<file path="src/hdl/mdc_pkg.sv">
`default_nettype none

package mdc_pkg;

   localparam int DATA_W  = 64;
   localparam int SHIFT_W = 7;

   localparam logic [SHIFT_W-1:0] SHIFT_LIMIT = 7'd127;

   typedef struct packed {
      logic [DATA_W-1:0]  divisor;
      logic [DATA_W-1:0]  neg_bound;
      logic [DATA_W-1:0]  pos_bound;
      logic [SHIFT_W-1:0] min_shift;
   } req_type;

   typedef struct packed {
      logic [DATA_W-1:0]  multiplier;
      logic               multiplier_overflow;
      logic [SHIFT_W-1:0] shift;
      logic               invalid;
   } rsp_type;

   typedef enum logic [2:0] {
      ST_IDLE,
      ST_PREP,
      ST_MODULO,
      ST_SELECT,
      ST_REFINE
   } state_type;

endpackage

`default_nettype wire

</file>
<file path="src/hdl/magic_divisor_constants_unit.sv">
// Sequence: a start transfer runs PREP, the MODULO loop, SELECT and then REFINE, which raises the
// returned shift s up to 127 until it passes; a rejected divisor is answered from PREP without the loops.
// Throughput: one request at a time; busy stays high until the result strobe appears.
// The two remainder lanes run one bit a cycle, then the shared refinement step adds one bit a cycle.
// The receiver cannot stall: each result is shown for exactly one cycle.
// Reset (synchronous, active high) returns the sequencer to idle and drops rsp_valid.
`default_nettype none

module magic_divisor_constants_unit #(
   parameter int WIDTH = 64
) (
   input  wire logic            clock,
   input  wire logic            reset,
   input  wire logic            start,
   output logic                 busy,
   input  wire mdc_pkg::req_type req_data,
   output logic                 rsp_valid,
   output mdc_pkg::rsp_type     rsp_data
);

   localparam int CNT_W = (WIDTH > 1) ? $clog2(WIDTH) : 1;

   localparam logic [WIDTH-1:0] WTOP = {1'b1, {(WIDTH-1){1'b0}}};

   mdc_pkg::state_type state_ff, state_in;

   logic [WIDTH-1:0]           d_ff, d_in;
   logic [WIDTH-1:0]           nneg_ff, nneg_in;
   logic [WIDTH-1:0]           npos_ff, npos_in;
   logic [mdc_pkg::SHIFT_W-1:0] mins_ff, mins_in;
   logic                       bad_ff, bad_in;

   logic [WIDTH-1:0]           dvn_ff, dvn_in;
   logic [WIDTH-1:0]           dvp_ff, dvp_in;
   logic [WIDTH-1:0]           remn_ff, remn_in;
   logic [WIDTH-1:0]           remp_ff, remp_in;
   logic                       belown_ff, belown_in;
   logic                       belowp_ff, belowp_in;
   logic [CNT_W-1:0]           cnt_ff, cnt_in;

   logic [WIDTH-1:0]           v_ff, v_in;
   logic                       tol_ff, tol_in;
   logic [WIDTH-1:0]           c_ff, c_in;
   logic                       covf_ff, covf_in;
   logic [WIDTH-1:0]           rc_ff, rc_in;
   logic [WIDTH-1:0]           qv_ff, qv_in;
   logic                       qovf_ff, qovf_in;
   logic [WIDTH-1:0]           rv_ff, rv_in;
   logic [mdc_pkg::SHIFT_W-1:0] s_ff, s_in;

   logic                       rsp_valid_ff, rsp_valid_in;
   mdc_pkg::rsp_type           rsp_ff, rsp_in;

   logic [WIDTH-1:0] req_d, req_nneg, req_npos, dm1, vn, vp;
   logic [WIDTH:0]   trial_n, trial_p, diff_n, diff_p, d_ext, v_ext;
   logic [WIDTH:0]   trial_c, trial_r, diff_c, diff_r;
   logic             pass;

   always_comb begin
      state_in     = state_ff;
      d_in         = d_ff;
      nneg_in      = nneg_ff;
      npos_in      = npos_ff;
      mins_in      = mins_ff;
      bad_in       = bad_ff;
      dvn_in       = dvn_ff;
      dvp_in       = dvp_ff;
      remn_in      = remn_ff;
      remp_in      = remp_ff;
      belown_in    = belown_ff;
      belowp_in    = belowp_ff;
      cnt_in       = cnt_ff;
      v_in         = v_ff;
      tol_in       = tol_ff;
      c_in         = c_ff;
      covf_in      = covf_ff;
      rc_in        = rc_ff;
      qv_in        = qv_ff;
      qovf_in      = qovf_ff;
      rv_in        = rv_ff;
      s_in         = s_ff;
      rsp_valid_in = 1'b0;
      rsp_in       = rsp_ff;

      req_d    = req_data.divisor[WIDTH-1:0];
      req_nneg = req_data.neg_bound[WIDTH-1:0];
      req_npos = req_data.pos_bound[WIDTH-1:0];
      dm1      = d_ff - WIDTH'(1);
      d_ext    = {1'b0, d_ff};
      v_ext    = {1'b0, v_ff};

      trial_n  = {remn_ff, dvn_ff[WIDTH-1]};
      trial_p  = {remp_ff, dvp_ff[WIDTH-1]};
      diff_n   = trial_n - d_ext;
      diff_p   = trial_p - d_ext;

      vn = belown_ff ? '0 : nneg_ff - remn_ff;
      vp = belowp_ff ? '0 : npos_ff - remp_ff;

      trial_c  = {rc_ff, 1'b0};
      trial_r  = {rv_ff, 1'b0};
      diff_c   = trial_c - d_ext;
      diff_r   = trial_r - v_ext;

      pass = (s_ff >= mins_ff) &&
             (qovf_ff || (rc_ff < qv_ff) ||
              ((rc_ff == qv_ff) && (tol_ff || (rv_ff != '0))));

      unique case (state_ff)
         mdc_pkg::ST_IDLE: begin
            if (start) begin
               d_in     = req_d;
               nneg_in  = req_nneg;
               npos_in  = req_npos;
               mins_in  = req_data.min_shift;
               bad_in   = (req_d < WIDTH'(3)) ||
                          ((req_d & (req_d - WIDTH'(1))) == '0) ||
                          ((req_d > req_nneg) && (req_d > req_npos));
               state_in = mdc_pkg::ST_PREP;
            end
         end
         mdc_pkg::ST_PREP: begin
            if (bad_ff) begin
               rsp_valid_in = 1'b1;
               rsp_in       = '{multiplier: '0, multiplier_overflow: 1'b0,
                                shift: '0, invalid: 1'b1};
               state_in     = mdc_pkg::ST_IDLE;
            end else begin
               belown_in = nneg_ff < dm1;
               belowp_in = npos_ff < dm1;
               dvn_in    = nneg_ff - dm1;
               dvp_in    = npos_ff - dm1;
               remn_in   = '0;
               remp_in   = '0;
               cnt_in    = CNT_W'(WIDTH - 1);
               state_in  = mdc_pkg::ST_MODULO;
            end
         end
         mdc_pkg::ST_MODULO: begin
            remn_in = (trial_n >= d_ext) ? diff_n[WIDTH-1:0] : trial_n[WIDTH-1:0];
            remp_in = (trial_p >= d_ext) ? diff_p[WIDTH-1:0] : trial_p[WIDTH-1:0];
            dvn_in  = dvn_ff << 1;
            dvp_in  = dvp_ff << 1;
            cnt_in  = cnt_ff - CNT_W'(1);
            if (cnt_ff == '0) begin
               state_in = mdc_pkg::ST_SELECT;
            end
         end
         mdc_pkg::ST_SELECT: begin
            v_in     = (vn > vp) ? vn : vp;
            tol_in   = vn > vp;
            c_in     = WIDTH'(1);
            covf_in  = 1'b0;
            rc_in    = dm1;
            qv_in    = '0;
            qovf_in  = 1'b0;
            rv_in    = WIDTH'(1);
            s_in     = '0;
            state_in = mdc_pkg::ST_REFINE;
         end
         mdc_pkg::ST_REFINE: begin
            if (pass) begin
               rsp_valid_in = 1'b1;
               rsp_in       = '{multiplier: mdc_pkg::DATA_W'(c_ff),
                                multiplier_overflow: covf_ff,
                                shift: s_ff, invalid: 1'b0};
               state_in     = mdc_pkg::ST_IDLE;
            end else if (covf_ff || (s_ff == mdc_pkg::SHIFT_LIMIT)) begin
               rsp_valid_in = 1'b1;
               rsp_in       = '{multiplier: '0, multiplier_overflow: 1'b0,
                                shift: '0, invalid: 1'b1};
               state_in     = mdc_pkg::ST_IDLE;
            end else begin
               s_in = s_ff + mdc_pkg::SHIFT_W'(1);
               if (trial_c > d_ext) begin
                  covf_in = c_ff > WTOP;
                  c_in    = (c_ff << 1) - WIDTH'(1);
                  rc_in   = diff_c[WIDTH-1:0];
               end else begin
                  covf_in = c_ff >= WTOP;
                  c_in    = c_ff << 1;
                  rc_in   = trial_c[WIDTH-1:0];
               end
               qovf_in = qv_ff >= WTOP;
               if (trial_r >= v_ext) begin
                  qv_in = (qv_ff << 1) | WIDTH'(1);
                  rv_in = diff_r[WIDTH-1:0];
               end else begin
                  qv_in = qv_ff << 1;
                  rv_in = trial_r[WIDTH-1:0];
               end
            end
         end
         default: begin
            state_in = mdc_pkg::ST_IDLE;
         end
      endcase
   end

   always_ff @(posedge clock) begin
      if (reset) begin
         state_ff     <= mdc_pkg::ST_IDLE;
         rsp_valid_ff <= 1'b0;
      end else begin
         state_ff     <= state_in;
         rsp_valid_ff <= rsp_valid_in;
      end
   end

   always_ff @(posedge clock) begin
      d_ff      <= d_in;
      nneg_ff   <= nneg_in;
      npos_ff   <= npos_in;
      mins_ff   <= mins_in;
      bad_ff    <= bad_in;
      dvn_ff    <= dvn_in;
      dvp_ff    <= dvp_in;
      remn_ff   <= remn_in;
      remp_ff   <= remp_in;
      belown_ff <= belown_in;
      belowp_ff <= belowp_in;
      cnt_ff    <= cnt_in;
      v_ff      <= v_in;
      tol_ff    <= tol_in;
      c_ff      <= c_in;
      covf_ff   <= covf_in;
      rc_ff     <= rc_in;
      qv_ff     <= qv_in;
      qovf_ff   <= qovf_in;
      rv_ff     <= rv_in;
      s_ff      <= s_in;
      rsp_ff    <= rsp_in;
   end

   assign busy      = (state_ff != mdc_pkg::ST_IDLE);
   assign rsp_valid = rsp_valid_ff;
   assign rsp_data  = rsp_ff;

`ifndef NO_ASSERTIONS
   a_rsp_after_busy: assert property (@(posedge clock) disable iff (reset)
      rsp_valid |-> $past(busy))
      else $error("result strobe without a request in progress");

   a_accept_goes_busy: assert property (@(posedge clock) disable iff (reset)
      (start && !busy) |=> busy)
      else $error("accepted transfer did not raise busy");

   a_invalid_zero: assert property (@(posedge clock) disable iff (reset)
      (rsp_valid && rsp_data.invalid) |->
         ((rsp_data.multiplier == '0) && (rsp_data.shift == '0) &&
          !rsp_data.multiplier_overflow))
      else $error("invalid result carries nonzero fields");

   a_shift_floor: assert property (@(posedge clock) disable iff (reset)
      (rsp_valid && !rsp_data.invalid) |-> (rsp_data.shift >= mins_ff))
      else $error("returned shift below the requested minimum");

   a_single_strobe: assert property (@(posedge clock) disable iff (reset)
      rsp_valid |=> !rsp_valid)
      else $error("result strobe longer than one cycle");
`endif

endmodule

`default_nettype wire
</file>
<file path="config.mk">
export PLATFORM = sky130hd
export DESIGN_NAME = magic_divisor_constants_unit
export DESIGN_NICKNAME = d
export VERILOG_FILES = /design/src/hdl/mdc_pkg.sv /design/src/hdl/magic_divisor_constants_unit.sv
export SDC_FILE = /design/constraint.sdc
export NUM_CORES = 2
export LEC_CHECK = 0
export CORE_ASPECT_RATIO = 0.9
export CORE_MARGIN = 10
export CORE_UTILIZATION = 33
export CTS_CLUSTER_SIZE = 20
export DETAILED_ROUTE_END_ITERATION = 7
export DONT_BUFFER_PORTS = 1
export PLACE_DENSITY = 0.44
export RECOVER_POWER = 100
export SLEW_MARGIN = 20
export SYNTH_ARGS = -nofsm -noshare
export SYNTH_HDL_FRONTEND = slang
export SYNTH_SLANG_ARGS = --single-unit
export TNS_END_PERCENT = 50
</file>
<file path="constraint.sdc">
create_clock -name clock -period 47.2 [get_ports clock]
set_input_delay 9.44 -clock clock [delete_from_list [all_inputs] [get_ports clock]]
set_output_delay 9.44 -clock clock [all_outputs]
set_load 0.02 [all_outputs]
</file>
Word level (Yosys, flattened, before mapping). Cells that the tools add are included.

$add $sub $neg: 13. Order comparisons: 15. Equality and inequality tests: 13. Multiplexer cells: 54. Bitwise operators: 2. Reduce and logical (&&, ||, !) cells: 23.

Operators with widths (number): two-way mux 64 bit (19); one-hot mux 64 bit (2 select lines) (8); subtractor 64 bit (8); two-way mux 73 bit (3); greater-or-equal comparator 65 x 64 -> 1 bit (3); greater-than comparator 64 bit (3); < comparator 64 bit (3); subtractor 64 x 1 -> 64 bit, second input constant (3); one-hot mux 73 bit (2 select lines) (1); greater-or-equal comparator 64 bit, second input constant (2); greater-than comparator 65 x 64 -> 1 bit (1); bitwise AND 64 bit (1); == test 64 bit (1); greater-than comparator 64 bit, second input constant (1); logical NOT 64 bit (1); < comparator 64 x 2 -> 1 bit, second input constant (1); nonzero test 64 bit (1); one-hot mux 3 bit (5 select lines) (1); two-way mux 7 bit (2); one-hot mux 7 bit (2 select lines) (1); two-way mux 3 bit (4); inequality test 2 bit, second input constant (6); one-hot mux 6 bit (2 select lines) (1); two-way mux 1 bit (9); 20 further kinds (36).

Bits in registers: 871. Output and inout bits: 75.

Longest topological paths before layout.
Depth in word-level cells: 7. Mapped depth: 30.

Worst setup path after synthesis. OpenSTA, ideal clock, no wires.

Kind: reg-to-reg. From: register rc_ff[45]. To: register c_ff[0], enable pin. Setup time: 1.259 ns. Arrival time: 20.587 ns. Required time: 45.941 ns. Slack: 25.354 ns. Stages on the path, launching flop included: 12. Path buffers: 0. Clock period less this slack: 21.846 ns. Path through: edfxtp_1 -> ha_1 -> nand4_1 -> or3_1 -> nor2_1 -> a221oi_1 -> o221ai_1 -> a221oi_1 -> o211ai_1 -> a21oi_1 -> a211o_1 -> o21ai_0.

Longest elaborated chain between the ends: 6. Elaborated cells between the ends (all ways): 8.

Ends and longest elaborated chain: from (decl) (line magic_divisor_constants_unit.sv:45) `logic [WIDTH-1:0] rc_ff, rc_in;`; from (signal assigned) (line magic_divisor_constants_unit.sv:227) `rc_ff <= rc_in;`; < comparator 64 bit or == test 64 bit (tied branches) (line magic_divisor_constants_unit.sv:106, magic_divisor_constants_unit.sv:107); logical OR 1 bit or logical AND 1 bit (tied branches) (line magic_divisor_constants_unit.sv:106, magic_divisor_constants_unit.sv:107); logical OR 1 bit (*) (line magic_divisor_constants_unit.sv:106) `(qovf_ff || (rc_ff < qv_ff) ||`; logical AND 1 bit (*) (line magic_divisor_constants_unit.sv:105) `pass = (s_ff >= mins_ff) &&`; inequality test 2 bit (no line) (*); AND reduction 3 bit (no line) (*); to (signal assigned) (line magic_divisor_constants_unit.sv:225) `c_ff <= c_in;`; to (decl) (line magic_divisor_constants_unit.sv:43) `logic [WIDTH-1:0] c_ff, c_in;`.

Mark *: on every way between the ends. The rest lies on a longest branch, timed or not. A chain may end at the register's enable or synchronous reset.

Worst setup path after layout.
From: input port start. To: register npos_ff[15], enable pin.

Longest elaborated chain between the ends: 1.

Ends and longest elaborated chain: from (decl) (line magic_divisor_constants_unit.sv:14) `input wire logic start,`; AND reduction 2 bit (no line); to (signal assigned) (line magic_divisor_constants_unit.sv:213) `npos_ff <= npos_in;`; to (decl) (line magic_divisor_constants_unit.sv:29) `logic [WIDTH-1:0] npos_ff, npos_in;`.

No other way between the ends.

==> metrics <==
H-tree depth 3; Worst Path Max Fanout 59; Critical Path Source start; Period minus WS final 16.93 ns; dpl cell area 76800 um2; Core Footprint 222000 um2; clock sinks 871; hold slack 0.5127 ns; Placer Congestion 0.9288; pin count of the biggest net entering global routing 117; CTS Buf Count 111; actual slew at the worst max-slew pin 7.879 ns; die area 242700 um2; Worst setup EP type register; Seq/Total Area, Yosys 0.3542; Post-Syn Area 73730 um2; number of fill cells 22920; clock power share 0.353; clk_skew 0.09511 ns; DRC viols 0; 1st-iter DRT viols 6341; grt ovf 0; synth warn 0; post-CTS setup buffer count 0; post-synth top area share 0.3531; area of the multi-input gates 44040 um2; CTS tree done; Detailed Routing Iterations Pass 1 7; required time worst endpoint 47.53 ns; Layout Utilization 0.3631; worst path arrival time 17.26 ns; first-pass GRT wire length 425.8 mm; # hold bufs at CTS 0; launch point of the worst reg-to-reg path qv_ff[1]$_SDFFCE_PN0P_; initial antenna violation count 38; post-route cell area 80610 um2; Rel. slew slack -4.253; vias in the first global route 61790; failing checks max-capacitance violations, max-slew violations; Layout Nets 9206; grt met3 use 0.04180; critical path type in2reg; LEAKAGE 33.14 nW; Clk pin slew, worst setup/hold paths 0.06 ns; leading area contributor after synthesis edfxtp_1; Vias 65060; part of the cycle the worst path needs 0.3588; storage element area 26120 um2; Syn-to-layout area delta 9.334%; clock buffer depth 3; PD cells 33.29 nW/um2; Max IR drop VDD 0.00002978 V; largest cells by area after synthesis edfxtp_1 35%, ha_1 13%, a21oi_1 6.1%; library cells used by synthesis 88; Syn Inst Count 8394; setup TNS 0 ns; Die Y 468.4 um; post_cts resized 0; worst skew pair latency 0.86 ns; Net Switching 0.9321 mW; WL/cell 26.14 um; Buffers on Ports 0; final setup vio count 0; Mean Syn Cell Area 8.783 um2; Sw Ratio 0.3474; Via-to-Cell Ratio 5.745; MaxCap Viol Count 34; Comb pwr share 0.285; syn_nets 9382; min-delay src qv_ff[28]$_SDFFCE_PN0P_; IO Pins 277; standard-cell rows 164; ys async rst share 0; Pint 1.751 mW; Most Crowded Layer GR met1; synthesized flop and latch total 871; HP Class reg2reg; startpoint types input port; Die W 518.2 um; layout cells sized above 1 0.03489; status finished, violations left; max-slew violations 1805; CTS root buffer clkbuf_16; Seq pwr share 0.363; fmax 0.05906 GHz; Starting Density 0.3321; met2 usage 0.3387; final hold violations 0; top_reg_cell synth edfxtp_1; number of synthesized flops with an enable pin 867; ANT nets after route 0; GRT Util Overall 0.2322; met1 Usage GRT 0.3470; DP HPWL 238.6 mm; RSZ-0062 raised after global routing no; Total Wirelength 296.0 mm
[cells in the final DEF (no fill, tap or decap), drive strengths merged, types with 18 or more instances in the layout]
cell | netlist | final
o21ai | 478 | 478
nor4 | 81 | 81
a2111oi | 18 | 18
o21a | 94 | 94
mux2i | 50 | 50
o22ai | 23 | 23
xnor2 | 357 | 357
xor2 | 206 | 206
a21o | 432 | 432
o211ai | 44 | 44
a31oi | 68 | 68
or3 | 59 | 59
edfxtp | 867 | 867
inv | 606 | 612
ha | 778 | 778
and2 | 36 | 36
nand2 | 664 | 664
and3 | 140 | 140
nor2 | 720 | 720
o31ai | 49 | 49
clkinv | 1 | 42
or4 | 31 | 31
nor2b | 98 | 98
clkbuf | 340 | 171
nand4 | 204 | 204
nor3 | 144 | 144
a21oi | 901 | 901
a21boi | 20 | 20
and4 | 27 | 27
nand3 | 206 | 206
a211oi | 125 | 125
a221oi | 19 | 19
o21bai | 92 | 92
bufinv | 0 | 21
a211o | 20 | 20
nand2b | 86 | 86
or2 | 33 | 33
buf | 24 | 36
diode | 0 | 25
[worst max-delay path, cell delays in order]
cell and delay (ns):
inv_1 0.02, nor2_1 1.38, clkbuf_1 2.00, clkbuf_1 1.69, clkbuf_1 2.57
[sequential cells by signal, indices dropped and copies added (netlist names), 3 cells and up]
name,cells
cnt_ff,6
c_ff,64
d_ff,64
nneg_ff,64
rv_ff,64
dvn_ff,64
qv_ff,64
rsp_data,73
remn_ff,64
s_ff,7
npos_ff,64
v_ff,64
state_ff,3
mins_ff,7
remp_ff,64
rc_ff,64
dvp_ff,64
[synthesized netlist by cell type (all sizes together) (11+ instances only)]
| cell type | number |
|---|---|
| a21o | 432 |
| or3 | 59 |
| o22ai | 23 |
| nand2 | 664 |
| a31o | 16 |
| nor2 | 720 |
| a311oi | 12 |
| o21a | 94 |
| nor2b | 98 |
| o21ai | 478 |
| and3 | 140 |
| a211o | 20 |
| a22oi | 15 |
| o41ai | 11 |
| mux2i | 50 |
| edfxtp | 867 |
| a2111oi | 18 |
| nor3 | 144 |
| a31oi | 68 |
| and2 | 36 |
| xor2 | 206 |
| ha | 778 |
| buf | 24 |
| a211oi | 125 |
| a221oi | 19 |
| a221o | 15 |
| clkbuf | 340 |
| inv | 606 |
| a21boi | 20 |
| o31a | 14 |
| o21bai | 92 |
| or4 | 31 |
| nor4 | 81 |
| o211ai | 44 |
| a22o | 12 |
| nor3b | 16 |
| or2 | 33 |
| a21oi | 901 |
| and4 | 27 |
| xnor2 | 357 |
| nand3 | 206 |
| nand2b | 86 |
| nand4 | 204 |
| o31ai | 49 |
| o2111ai | 13 |
[cell type report]
| class | instances | share of cell area |
|---|---|---|
| diodes | 25 | 0.0007761 |
| flip-flops and latches | 871 | 0.3240 |
| multi-input cells | 6552 | 0.5464 |
| well taps | 2988 | 0.04638 |
| repair buffers | 75 | 0.005169 |
| inverters | 607 | 0.02827 |
| clock inverters | 74 | 0.01310 |
| clock buffers | 132 | 0.03593 |
[layer usage]
layer,wire (um),part of all wire
met1,141600,0.48
met2,121200,0.41
met3,23690,0.080
met5,46,0.00016
met4,9459,0.032
[logic make-up after synthesis]
| kind of cell | synth area share |
|---|---|
| buffers and inverters | 0.04944 |
| multiplexers | 0.006941 |
| AO/OA/AOI/OAI | 0.2187 |
| adder cells (fa/ha/maj) | 0.1347 |
| AND/OR/NAND/NOR | 0.1690 |
| XOR/XNOR | 0.06688 |
| flip-flops | 0.3542 |
[power groups by stage]
stage / sequential (mW) / combinational (mW) / clock, mW
3_3_place_gp: 0.983 / 0.752 / 0
3_5_place_dp: 0.982 / 0.753 / 0
5_1_grt: 0.975 / 0.844 / 0.998
6_report: 0.973 / 0.764 / 0.946
2_1_floorplan: 0.960 / 0.547 / 0
4_1_cts: 0.966 / 0.758 / 0.970
[through the flow]
step / total power [mW] / setup WS, ns / cells
finish: 2.683 / 30.27 / 11320
global route: 2.816 / 29.65 / 11310
CTS: 2.695 / 33.81 / 11300
detailed placement: 1.735 / 32.92 / 11090
global placement: 1.735 / 32.98 / 11090
floorplan: 1.507 / 25.35 / 8394
[worst paths after layout]
kind	end	slack (ns)	cells past startpoint
max reg2reg	qv_ff[26]$_SDFFCE_PN0P_	32.23	16
min reg2reg	qv_ff[29]$_SDFFCE_PN0P_	0.51	2
min	qv_ff[29]$_SDFFCE_PN0P_	0.51	2
max	npos_ff[15]$_DFFE_PP_	30.27	5
No activity file was read; power rests on OpenSTA's default activity.
